### src/hw/rtl/retentive_delay_and_pulse_timer_defines.svh
// ---------------------------------------------------------------------------
// Assertion macros for the retentive delay and pulse timer
// ---------------------------------------------------------------------------
`ifndef RETENTIVE_DELAY_AND_PULSE_TIMER_DEFINES_SVH
`define RETENTIVE_DELAY_AND_PULSE_TIMER_DEFINES_SVH

// same-cycle implication, checked out of reset
`define RDPT_ASSERT_NOW(label, clk, rst, ante, cons) \
   label: assert property (@(posedge clk) disable iff (rst) (ante) |-> (cons)) \
      else $error("rdpt assertion failed");

// next-cycle implication, checked out of reset
`define RDPT_ASSERT_NEXT(label, clk, rst, ante, cons) \
   label: assert property (@(posedge clk) disable iff (rst) (ante) |=> (cons)) \
      else $error("rdpt assertion failed");

`endif

### src/hw/rtl/rdpt_pkg.sv
// ---------------------------------------------------------------------------
// rdpt_pkg
// Shared types and constants of the retentive delay and pulse timer.
// ---------------------------------------------------------------------------
`timescale 1ns / 1ps
`default_nettype none

package rdpt_pkg;

   localparam int TIME_W           = 16;
   localparam int FRAC_BITS_DEFAULT = 10;

   typedef enum logic [0:0] {
      MODE_ON_DELAY = 1'b0,
      MODE_PULSE    = 1'b1
   } mode_type;

   typedef struct packed {
      logic out_level;
      logic pulse_active;
      logic last_run;
   } flags_type;

endpackage

`default_nettype wire

### src/hw/rtl/rdpt_ifs.sv
// ---------------------------------------------------------------------------
// rdpt channel interfaces
// Valid/ready channels for tick beats, result beats and the mode register.
// ---------------------------------------------------------------------------
`timescale 1ns / 1ps
`default_nettype none

interface rdpt_req_if
   import rdpt_pkg::*;
   ();
   logic              valid;
   logic              ready;
   logic [TIME_W-1:0] tick_time;
   logic              run_in;
   logic              clear_in;
   logic [TIME_W-1:0] setpoint;

   modport source (output valid, tick_time, run_in, clear_in, setpoint, input ready);
   modport sink   (input valid, tick_time, run_in, clear_in, setpoint, output ready);
endinterface

interface rdpt_rsp_if
   import rdpt_pkg::*;
   ();
   logic              valid;
   logic              ready;
   logic              timer_out;
   logic [TIME_W-1:0] seconds_done;
   logic [TIME_W-1:0] seconds_left;

   modport source (output valid, timer_out, seconds_done, seconds_left, input ready);
   modport sink   (input valid, timer_out, seconds_done, seconds_left, output ready);
endinterface

interface rdpt_csr_if;
   logic valid;
   logic ready;
   logic timer_mode;

   modport source (output valid, timer_mode, input ready);
   modport sink   (input valid, timer_mode, output ready);
endinterface

`default_nettype wire

### src/hw/rtl/rdpt_next.sv
// ---------------------------------------------------------------------------
// rdpt_next
// Next-state logic for one tick: saturating accumulate, cap and clamp,
// on-delay and pulse behavior.
// ---------------------------------------------------------------------------
`timescale 1ns / 1ps
`default_nettype none

module rdpt_next
   import rdpt_pkg::*;
#(
   parameter int FRAC_BITS = FRAC_BITS_DEFAULT
) (
   input  wire mode_type                     mode,
   input  wire logic [TIME_W+FRAC_BITS-1:0]  elapsed,
   input  wire flags_type                    flags,
   input  wire logic [TIME_W-1:0]            done,
   input  wire logic [TIME_W-1:0]            left,
   input  wire logic [TIME_W-1:0]            tick_time,
   input  wire logic                         run_in,
   input  wire logic                         clear_in,
   input  wire logic [TIME_W-1:0]            setpoint,
   output      logic [TIME_W+FRAC_BITS-1:0]  elapsed_in,
   output      flags_type                    flags_in,
   output      logic [TIME_W-1:0]            done_in,
   output      logic [TIME_W-1:0]            left_in
);

   localparam int EW = TIME_W + FRAC_BITS;

   logic [EW:0]          sum;
   logic [EW-1:0]        sat;
   logic [TIME_W-1:0]    whole;
   logic [EW-1:0]        sp_fix;
   logic [TIME_W-1:0]    done_raw;
   logic [TIME_W-1:0]    done_cap;
   logic                 pulse_on;

   always_comb begin
      sum      = (EW+1)'(elapsed) + (EW+1)'(tick_time);
      sat      = sum[EW] ? {EW{1'b1}} : sum[EW-1:0];
      whole    = sat[EW-1:FRAC_BITS];
      sp_fix   = EW'(setpoint) << FRAC_BITS;
      done_raw = flags.out_level ? done : whole;
      done_cap = (done_raw >= setpoint) ? setpoint : done_raw;
      pulse_on = flags.pulse_active | (~flags.last_run & run_in);

      elapsed_in        = elapsed;
      flags_in          = flags;
      flags_in.last_run = run_in;
      done_in           = done;
      left_in           = left;

      priority if (clear_in) begin
         elapsed_in         = '0;
         flags_in.out_level = 1'b0;
         done_in            = '0;
         left_in            = setpoint;
      end else if (mode == MODE_ON_DELAY) begin
         if (run_in) begin
            if (!flags.out_level) begin
               elapsed_in = sat;
            end
            done_in = done_cap;
            left_in = setpoint - done_cap;
            if (done_cap == setpoint) begin
               flags_in.out_level = 1'b1;
            end
         end
      end else begin
         flags_in.pulse_active = pulse_on;
         if (pulse_on) begin
            flags_in.out_level = 1'b1;
            elapsed_in         = sat;
            if (sat >= sp_fix) begin
               flags_in.out_level    = 1'b0;
               flags_in.pulse_active = 1'b0;
               elapsed_in            = '0;
            end
         end
      end
   end

endmodule

`default_nettype wire

### src/hw/rtl/retentive_delay_and_pulse_timer.sv
// ---------------------------------------------------------------------------
// retentive_delay_and_pulse_timer
// Each request beat is one timer tick; each yields one response beat with the
// output level, whole seconds done (capped at setpoint) and seconds left.
// Mode 0 is a retentive on-delay, mode 1 an edge-triggered pulse. Elapsed
// time is unsigned fixed point with FRAC_BITS fraction bits, saturating.
// One beat per cycle: the timer state and the response register update in
// the accepting cycle, and a new request is taken whenever the response
// register is empty or drained in the same cycle. The mode register is to
// be written with the timer idle; the block itself does not enforce this.
// ---------------------------------------------------------------------------
`timescale 1ns / 1ps
`default_nettype none
`include "retentive_delay_and_pulse_timer_defines.svh"

module retentive_delay_and_pulse_timer
   import rdpt_pkg::*;
#(
   parameter int FRAC_BITS = FRAC_BITS_DEFAULT
) (
   input wire logic  clock,
   input wire logic  reset,
   rdpt_req_if.sink  req_chan,
   rdpt_rsp_if.source rsp_chan,
   rdpt_csr_if.sink  csr_chan
);

   localparam int EW = TIME_W + FRAC_BITS;

   mode_type          mode_ff;
   logic [EW-1:0]     elapsed_ff, elapsed_in;
   flags_type         flags_ff, flags_in;
   logic [TIME_W-1:0] done_ff, done_in;
   logic [TIME_W-1:0] left_ff, left_in;

   logic              rsp_valid_ff;
   logic              rsp_out_ff;
   logic [TIME_W-1:0] rsp_done_ff;
   logic [TIME_W-1:0] rsp_left_ff;

   logic              accept;

   assign req_chan.ready = ~reset & (~rsp_valid_ff | rsp_chan.ready);
   assign csr_chan.ready = ~reset;
   assign accept         = req_chan.valid & req_chan.ready;

   rdpt_next #(
      .FRAC_BITS (FRAC_BITS)
   ) u_next (
      .mode       (mode_ff),
      .elapsed    (elapsed_ff),
      .flags      (flags_ff),
      .done       (done_ff),
      .left       (left_ff),
      .tick_time  (req_chan.tick_time),
      .run_in     (req_chan.run_in),
      .clear_in   (req_chan.clear_in),
      .setpoint   (req_chan.setpoint),
      .elapsed_in (elapsed_in),
      .flags_in   (flags_in),
      .done_in    (done_in),
      .left_in    (left_in)
   );

   always_ff @(posedge clock) begin
      if (reset) begin
         mode_ff      <= MODE_ON_DELAY;
         elapsed_ff   <= '0;
         flags_ff     <= '0;
         done_ff      <= '0;
         left_ff      <= '0;
         rsp_valid_ff <= 1'b0;
      end else begin
         if (csr_chan.valid && csr_chan.ready) begin
            mode_ff <= mode_type'(csr_chan.timer_mode);
         end
         if (accept) begin
            elapsed_ff   <= elapsed_in;
            flags_ff     <= flags_in;
            done_ff      <= done_in;
            left_ff      <= left_in;
            rsp_valid_ff <= 1'b1;
         end else if (rsp_chan.ready) begin
            rsp_valid_ff <= 1'b0;
         end
      end
   end

   always_ff @(posedge clock) begin
      if (accept) begin
         rsp_out_ff  <= flags_in.out_level;
         rsp_done_ff <= done_in;
         rsp_left_ff <= left_in;
      end
   end

   assign rsp_chan.valid        = rsp_valid_ff;
   assign rsp_chan.timer_out    = rsp_out_ff;
   assign rsp_chan.seconds_done = rsp_done_ff;
   assign rsp_chan.seconds_left = rsp_left_ff;

   `RDPT_ASSERT_NOW(a_stall_blocks_req, clock, reset,
      rsp_valid_ff && !rsp_chan.ready, !req_chan.ready)
   `RDPT_ASSERT_NEXT(a_accept_gives_rsp, clock, reset,
      accept, rsp_valid_ff)
   `RDPT_ASSERT_NEXT(a_clear_zeroes, clock, reset,
      accept && req_chan.clear_in,
      !rsp_out_ff && rsp_done_ff == '0 && rsp_left_ff == $past(req_chan.setpoint))
   `RDPT_ASSERT_NEXT(a_on_delay_sum, clock, reset,
      accept && !req_chan.clear_in && req_chan.run_in && mode_ff == MODE_ON_DELAY,
      rsp_left_ff == $past(req_chan.setpoint) - rsp_done_ff)

endmodule

`default_nettype wire

### src/flat_wrapper.sv
// flat-port wrapper written by rule: the top's interface ports become plain ports
module retentive_delay_and_pulse_timer_flat import rdpt_pkg::*;
#(
   parameter int FRAC_BITS = FRAC_BITS_DEFAULT
)
  (clock, reset, req_chan_valid, req_chan_tick_time, req_chan_run_in, req_chan_clear_in, req_chan_setpoint, req_chan_ready, rsp_chan_valid, rsp_chan_timer_out, rsp_chan_seconds_done, rsp_chan_seconds_left, rsp_chan_ready, csr_chan_valid, csr_chan_timer_mode, csr_chan_ready);
  rdpt_req_if req_chan_i ();
  rdpt_rsp_if rsp_chan_i ();
  rdpt_csr_if csr_chan_i ();
  input wire logic clock;
  input wire logic reset;
  input wire logic [$bits(req_chan_i.valid)-1:0] req_chan_valid;
  input wire logic [$bits(req_chan_i.tick_time)-1:0] req_chan_tick_time;
  input wire logic [$bits(req_chan_i.run_in)-1:0] req_chan_run_in;
  input wire logic [$bits(req_chan_i.clear_in)-1:0] req_chan_clear_in;
  input wire logic [$bits(req_chan_i.setpoint)-1:0] req_chan_setpoint;
  output wire logic [$bits(req_chan_i.ready)-1:0] req_chan_ready;
  output wire logic [$bits(rsp_chan_i.valid)-1:0] rsp_chan_valid;
  output wire logic [$bits(rsp_chan_i.timer_out)-1:0] rsp_chan_timer_out;
  output wire logic [$bits(rsp_chan_i.seconds_done)-1:0] rsp_chan_seconds_done;
  output wire logic [$bits(rsp_chan_i.seconds_left)-1:0] rsp_chan_seconds_left;
  input wire logic [$bits(rsp_chan_i.ready)-1:0] rsp_chan_ready;
  input wire logic [$bits(csr_chan_i.valid)-1:0] csr_chan_valid;
  input wire logic [$bits(csr_chan_i.timer_mode)-1:0] csr_chan_timer_mode;
  output wire logic [$bits(csr_chan_i.ready)-1:0] csr_chan_ready;
  assign req_chan_i.valid = req_chan_valid;
  assign req_chan_i.tick_time = req_chan_tick_time;
  assign req_chan_i.run_in = req_chan_run_in;
  assign req_chan_i.clear_in = req_chan_clear_in;
  assign req_chan_i.setpoint = req_chan_setpoint;
  assign req_chan_ready = req_chan_i.ready;
  assign rsp_chan_valid = rsp_chan_i.valid;
  assign rsp_chan_timer_out = rsp_chan_i.timer_out;
  assign rsp_chan_seconds_done = rsp_chan_i.seconds_done;
  assign rsp_chan_seconds_left = rsp_chan_i.seconds_left;
  assign rsp_chan_i.ready = rsp_chan_ready;
  assign csr_chan_i.valid = csr_chan_valid;
  assign csr_chan_i.timer_mode = csr_chan_timer_mode;
  assign csr_chan_ready = csr_chan_i.ready;
  retentive_delay_and_pulse_timer #(.FRAC_BITS(FRAC_BITS)) u_core (.clock(clock), .reset(reset), .req_chan(req_chan_i), .rsp_chan(rsp_chan_i), .csr_chan(csr_chan_i));
endmodule
### config.mk
export PLATFORM = sky130hd
export DESIGN_NAME = retentive_delay_and_pulse_timer_flat
export DESIGN_NICKNAME = d
export VERILOG_FILES = /design/src/hw/rtl/rdpt_pkg.sv /design/src/hw/rtl/rdpt_ifs.sv /design/src/hw/rtl/rdpt_next.sv /design/src/hw/rtl/retentive_delay_and_pulse_timer.sv /design/src/flat_wrapper.sv
export VERILOG_INCLUDE_DIRS = /design/src /design/src/hw/rtl
export SDC_FILE = /design/constraint.sdc
export NUM_CORES = 1
export LEC_CHECK = 0
export ABC_AREA = 0
export CAP_MARGIN = 10
export CORE_MARGIN = 3
export CORE_UTILIZATION = 66
export DETAILED_ROUTE_END_ITERATION = 8
export DONT_BUFFER_PORTS = 1
export PLACE_DENSITY = 0.82
export REMOVE_ABC_BUFFERS = 1
export SLEW_MARGIN = 20
export SYNTH_ARGS = -nofsm -noshare
export SYNTH_HDL_FRONTEND = slang
export SYNTH_SLANG_ARGS = --single-unit
### constraint.sdc
create_clock -name clock -period 17.15 [get_ports clock]
set_clock_uncertainty 0.05 [all_clocks]
set_input_delay 1.715 -clock clock [delete_from_list [all_inputs] [get_ports clock]]
set_output_delay 1.715 -clock clock [all_outputs]
set_load 0.01 [all_outputs]
; ---- Word-level counts from Yosys, hierarchy flattened
; Index checks and enable logic that the tools add are counted.
; W data, S select, Z words.
[word_totals]
reg_bits = 96
word_cells = 55
[classes]
n_reduce_logical = 5
n_eq_ne = 3
n_addsub = 2
magnitude_cmp = 2
n_mux = 23
n_bitwise = 9
[op_table]
columns = operator, count
row1 = $mux W26, 7
row2 = $mux W16, 8
row3 = $add A26 B16 Y27, 1
row4 = $ge A26 B26 Y1, 1
row5 = $eq A16 B16 Y1, 1
row6 = $ge A16 B16 Y1, 1
row7 = $sub A16 B16 Y16, 1
row8 = $mux W1, 6
row9 = $mux W2, 2
row10 = $not A1 Y1, 4
row11 = $reduce_and A4 Y1, 1
row12 = $and A1 B1 Y1, 3
row13 = $ne A3 B2 Y1 const B, 1
row14 = $ne A3 B3 Y1 const B, 1
row15 = $reduce_and A3 Y1, 1
row16 = $reduce_bool A3 Y1, 1
row17 = $or A1 B1 Y1, 2
row18 = $reduce_bool A2 Y1, 1
row19 = $logic_and A1 B1 Y1, 1

; ---- Depth between registers and ports, before layout
[logic_depth]
ltp_word = 10
mapped_depth = 35
mapped_depth_nobuf = 33

; ---- Hierarchy
; A second synthesis with hierarchy kept.
[hier_totals]
cells_unflattened = 986
hier_area_um2 = 8049.0
[by_module_without_submodules]
columns = module, area_each_um2, cells_each, seq_area_each_um2, instances
row1 = rdpt_next, 4464.3, 678, 0.0, 1
row2 = retentive_delay_and_pulse_timer, 3584.7, 308, 2252.2, 1

; ---- Worst setup path before layout
; OpenSTA, ideal clock, no wires.
[synth_path]
path_kind = input-to-reg
startpoint = input port req_chan_tick_time[0]
endpoint = register u_core.rsp_left_ff[14], in the netlist u_core.rsp_chan.seconds_left[14], data pin
n_path_buf = 3
t_arrival_ns = 8.268
setup_ns = 0.260
setup_slack_ns = 8.572
stages = 35
path_cell_list = ha_1 > fa_1 > a211oi_1 > nor2_1 > o21ai_2 > a2111oi_4 > o21ai_2 > or2_1 > buf_2 > nand2_1 > mux2_2 > inv_1 > ha_1 > nand2b_1 > a2111o_1 > a221o_1 > a211o_1 > a31oi_4 > buf_4 > buf_2 > a21oi_1 > inv_1 > ha_1 > inv_1 > fa_1 > a21o_1 > a21oi_1 > o21bai_1 > a2111o_1 > nand4_1 > a21boi_0 > o21a_1 > nor3_1 > nand3b_1 > a21oi_1
[synth_via]
elab_chain_len = 9
[synth_lines]
columns = element, line_no
row1 = from (decl), flat_wrapper.sv:13  ; input wire logic [$bits(req_chan_i.tick_time)-1:0] req_chan_tick_time;
row2 = $add A26 B16 Y27 (*), rdpt_next.sv:40  ; sum = (EW+1)'(elapsed) + (EW+1)'(tick_time);
row3 = $mux W26 (*), rdpt_next.sv:41  ; sat = sum[EW] ? {EW{1'b1}} : sum[EW-1:0];
row4 = $mux W16 (*), rdpt_next.sv:44  ; done_raw = flags.out_level ? done : whole;
row5 = $ge A16 B16 Y1, rdpt_next.sv:45  ; done_cap = (done_raw >= setpoint) ? setpoint : done_raw;
row6 = $mux W16 (*), rdpt_next.sv:45
row7 = $sub A16 B16 Y16 (*), rdpt_next.sv:65  ; left_in = setpoint - done_cap;
row8 = $mux W16 (*), rdpt_next.sv:60  ; if (run_in) begin
row9 = $mux W16 (*), rdpt_next.sv:59  ; end else if (mode == MODE_ON_DELAY) begin
row10 = $mux W16 (*), rdpt_next.sv:54  ; priority if (clear_in) begin
row11 = via u_core.left_in[14], retentive_delay_and_pulse_timer.sv:34  ; logic [TIME_W-1:0] left_ff, left_in;
row12 = to (signal assigned), retentive_delay_and_pulse_timer.sv:93  ; rsp_left_ff <= left_in;
row13 = to (decl), retentive_delay_and_pulse_timer.sv:39  ; logic [TIME_W-1:0] rsp_left_ff;
; Mark *: on every way through the listed nets, which the timed path passes. The rest lies on a longest branch.
; A chain may end at the register's enable or synchronous reset.

; ---- Worst setup path after layout
[layout_path]
startpoint = input port req_chan_tick_time[0]
endpoint = register u_core.rsp_left_ff[15], in the netlist u_core.rsp_chan.seconds_left[15], data pin
; The elaborated chain is that of the path after synthesis.

==> results.py <==
metrics = {
    "run_status": {
        "run_status": "completed",
    },
    "sta": {
        "max-slew-margin-rel_pct": 40.55,
        "tightest_slew_ns": 0.8908,
        "period_share_pct": 52.49,
        "max_freq_mhz": 111.1,
        "rsz0062_at_grt": "false",
        "finalHoldViolCount": 0,
        "fin_crit_ns": 9.003,
        "hold_slack_ns": 0.4193,
        "setup_tns_ns": 0,
        "layout_setup_ws_ns": 8.147,
        "maxSlewViolCount": 0,
        "setup_viol_count_final": 0,
    },
    "logic_synthesis": {
        "yosys-top-cells-area": "dfxtp_1, edfxtp_1, ha_1",
        "synth_edf_count": 33,
        "synthTopCellsByCount": "nand2_1, nor2_1, o21ai_0",
        "ys_ff_latch": 96,
        "synth_top_family_by_area": "compound AO/OA/AOI/OAI gates",
        "synth_mux_area_share_pct": 3.505,
        "yosys.cell_count.top_type": "nand2_1",
        "synth_cells": 795,
        "synth.avg_cell_area_um2": 8.442,
        "synth_cell_types": 69,
        "yosysWarningCount": 0,
        "synthAdderAreaFrac_pct": 12.34,
        "synth_xor_area_share_pct": 3.393,
        "synth.cell_area_um2": 6711,
        "synth_ff_type": "dfxtp_1",
        "synth_compound_area_share_pct": 24.70,
        "seq_area_frac_synth_pct": 33.56,
        "synth.largest_area_cell": "dfxtp_1",
        "async_reset_ff_share_pct": 0,
        "yosys.area_share.simple_pct": 18.33,
        "yosys.area.top_type_share_pct": 18.79,
    },
    "setup_path": {
        "worst_r2r_endpoint": "u_core.rsp_chan.seconds_left[15]",
        "crit_path_end_kind": "flop",
        "worstPathMaxFanout": 15,
        "worstPathArrival_ns": 9.08,
        "worst_setup_path_start_kind": "primary input",
        "startpoint": "req_chan_tick_time[0]",
        "rrSetupSlack_ns": 9.17,
        "reg2reg_depth": 30,
        "worst_r2r_startpoint": "u_core.elapsed_ff[0]",
        "crit_top_cell": "ha_1",
        "critical_path_class": "primary input to flop",
        "crit_path_end": "u_core.rsp_chan.seconds_left[15]",
        "crit_required_ns": 17.23,
        "cpPeakStageDelay_ns": 0.47,
        "slowest_stage": "a31oi_4",
    },
    "clock_network": {
        "cts_tree": "done",
        "htreeDepth": 3,
        "cts.sinks": 96,
        "cts_root_buf": "clkbuf_8",
        "worst_setup_hold_path_clk_slew_ns": 0.09,
        "clk_latency_ns": 0.38,
        "clk_path_buf_depth": 2,
        "cts_hold_buffers": 0,
        "post_cts_resized": 0,
        "cts_setup_buffers": 0,
        "cts_buffers": 9,
    },
    "route": {
        "post_drt_wl_per_cell_um": 18.66,
        "drt_pass1_iterations": 5,
        "viasPerCell": 6.426,
        "num_vias": 5880,
        "ant_nets": 0,
        "drt_iter0_drc": 452,
        "route.detailed.drc": 0,
        "wl_um": 17080,
    },
    "grt": {
        "gr-total-overflow": 0,
        "use_met2_pct": 49.24,
        "grt_pass1_vias": 5801,
        "grt.total_usage_pct": 30.62,
        "grt_pass1_wl_um": 28100,
        "antenna_found_initial": 0,
        "grt_max_degree": 57,
        "grt-busiest-layer": "met2",
        "gr-usage-met1_pct": 40.51,
        "met3_usage_pct": 5.238,
    },
    "floorplan": {
        "die_w_um": 106.8,
        "pin_count": 76,
        "fp.dieH_um": 106.8,
        "fp.dieArea_um2": 11410,
        "core-area_um2": 9819,
        "start_util_pct": 68.35,
        "fp-row-count": 36,
    },
    "placement": {
        "place_ws_ns": 7.457,
        "hpwl_um": 12610,
        "finalWeightedCongestion": 0.9144,
        "portBuffers": 0,
        "place_area_um2": 6773,
    },
    "final_layout": {
        "finalNetCount": 882,
        "diodes": 0,
        "final_area_um2": 6998,
        "n_fill_cell": 855,
        "syn2layout_area_growth_pct": 4.269,
        "drive_gt1_share_pct": 6.522,
    },
    "power_and_ir_drop": {
        "p_leak_nw": 2.961,
        "p_total_mw": 0.5126,
        "ir_drop_mv": 0.04250,
        "pwr_density_cell_nw_per_um2": 73.24,
    },
    "hold_path": {
        "hold_class": "flop to flop",
    },
    "run": {
        "maxCapViolCount": 0,
    },
}
## critical path, delay by kind of cell
kind	cells	cell delay [ns]
AND/OR/NAND/NOR	8	1.45
buffers and inverters	1	0.06
AO/OA/AOI/OAI	16	4.33
adder cells (fa/ha/maj)	4	1.19
multiplexers	1	0.30
## cells by family after synthesis
kind of cell    Yosys count
compound gates          247
xor+xnor                 26
fa+ha+maj                65
buf+inv                  71
flops                    96
mux                      22
simple gates            268
## worst min path at each step
stage	from	end	cells past startpoint
finish	u_core.left_ff[2]	u_core.left_ff[2]	2
global route	u_core.left_ff[2]	u_core.left_ff[2]	2
CTS	u_core.left_ff[2]	u_core.left_ff[2]	2
detailed placement	u_core.left_ff[2]	u_core.left_ff[2]	2
global placement	u_core.elapsed_ff[8]	u_core.elapsed_ff[8]	2
floorplan	u_core.left_ff[10]	u_core.left_ff[10]	2
## sequential cells by signal (all words and copies together), names as in the netlist, 3 cells and up
| name | flops |
|---|---|
| u_core.elapsed_ff | 26 |
| u_core.rsp_chan.seconds_done | 16 |
| u_core.flags_ff | 3 |
| u_core.rsp_chan.seconds_left | 16 |
| u_core.left_ff | 16 |
| u_core.done_ff | 16 |
## through the flow
step                      utilization [%]  cells
after floorplan                         -    760
after global placement              68.97    898
after detailed placement            68.97    898
after CTS                           70.96    914
after global routing                71.27    915
final                               71.27    915
## power by group
part	internal [mW]	switching (mW)
clock	0.0675	0.0842
combinational	0.0427	0.0645
sequential	0.247	0.00703
## metal layers
layer / part of all wire, % / vias to the layer above
li1: - / 2850
met1: 43 / 2746
met2: 47 / 237
met3: 6.4 / 47
met4: 3.4 / 0
met5: 0 / -
## placed cells by master, fill, tap and decap left out, types with 18 or more instances in the layout
cell type,synthesis,final
nand2_1,97,97
nor2_1,78,77
o21ai_0,68,68
ha_1,63,63
dfxtp_1,63,63
a21oi_1,62,62
inv_1,35,35
edfxtp_1,33,33
a21o_1,19,19
a211oi_1,18,18
xnor2_1,18,18
## layout make-up
class,instances,area (um^2),share of cell area [%]
Clock buffer,9,123.9,1.770
Clock inverter,7,71.32,1.019
Inverter,36,135.1,1.931
Multi-Input combinational cell,628,4184,59.79
Sequential cell,96,2252,32.18
Tap cell,133,166.4,2.378
Timing Repair Buffer,6,65.06,0.9297
Note: power is estimated with default switching activity, not from simulation.
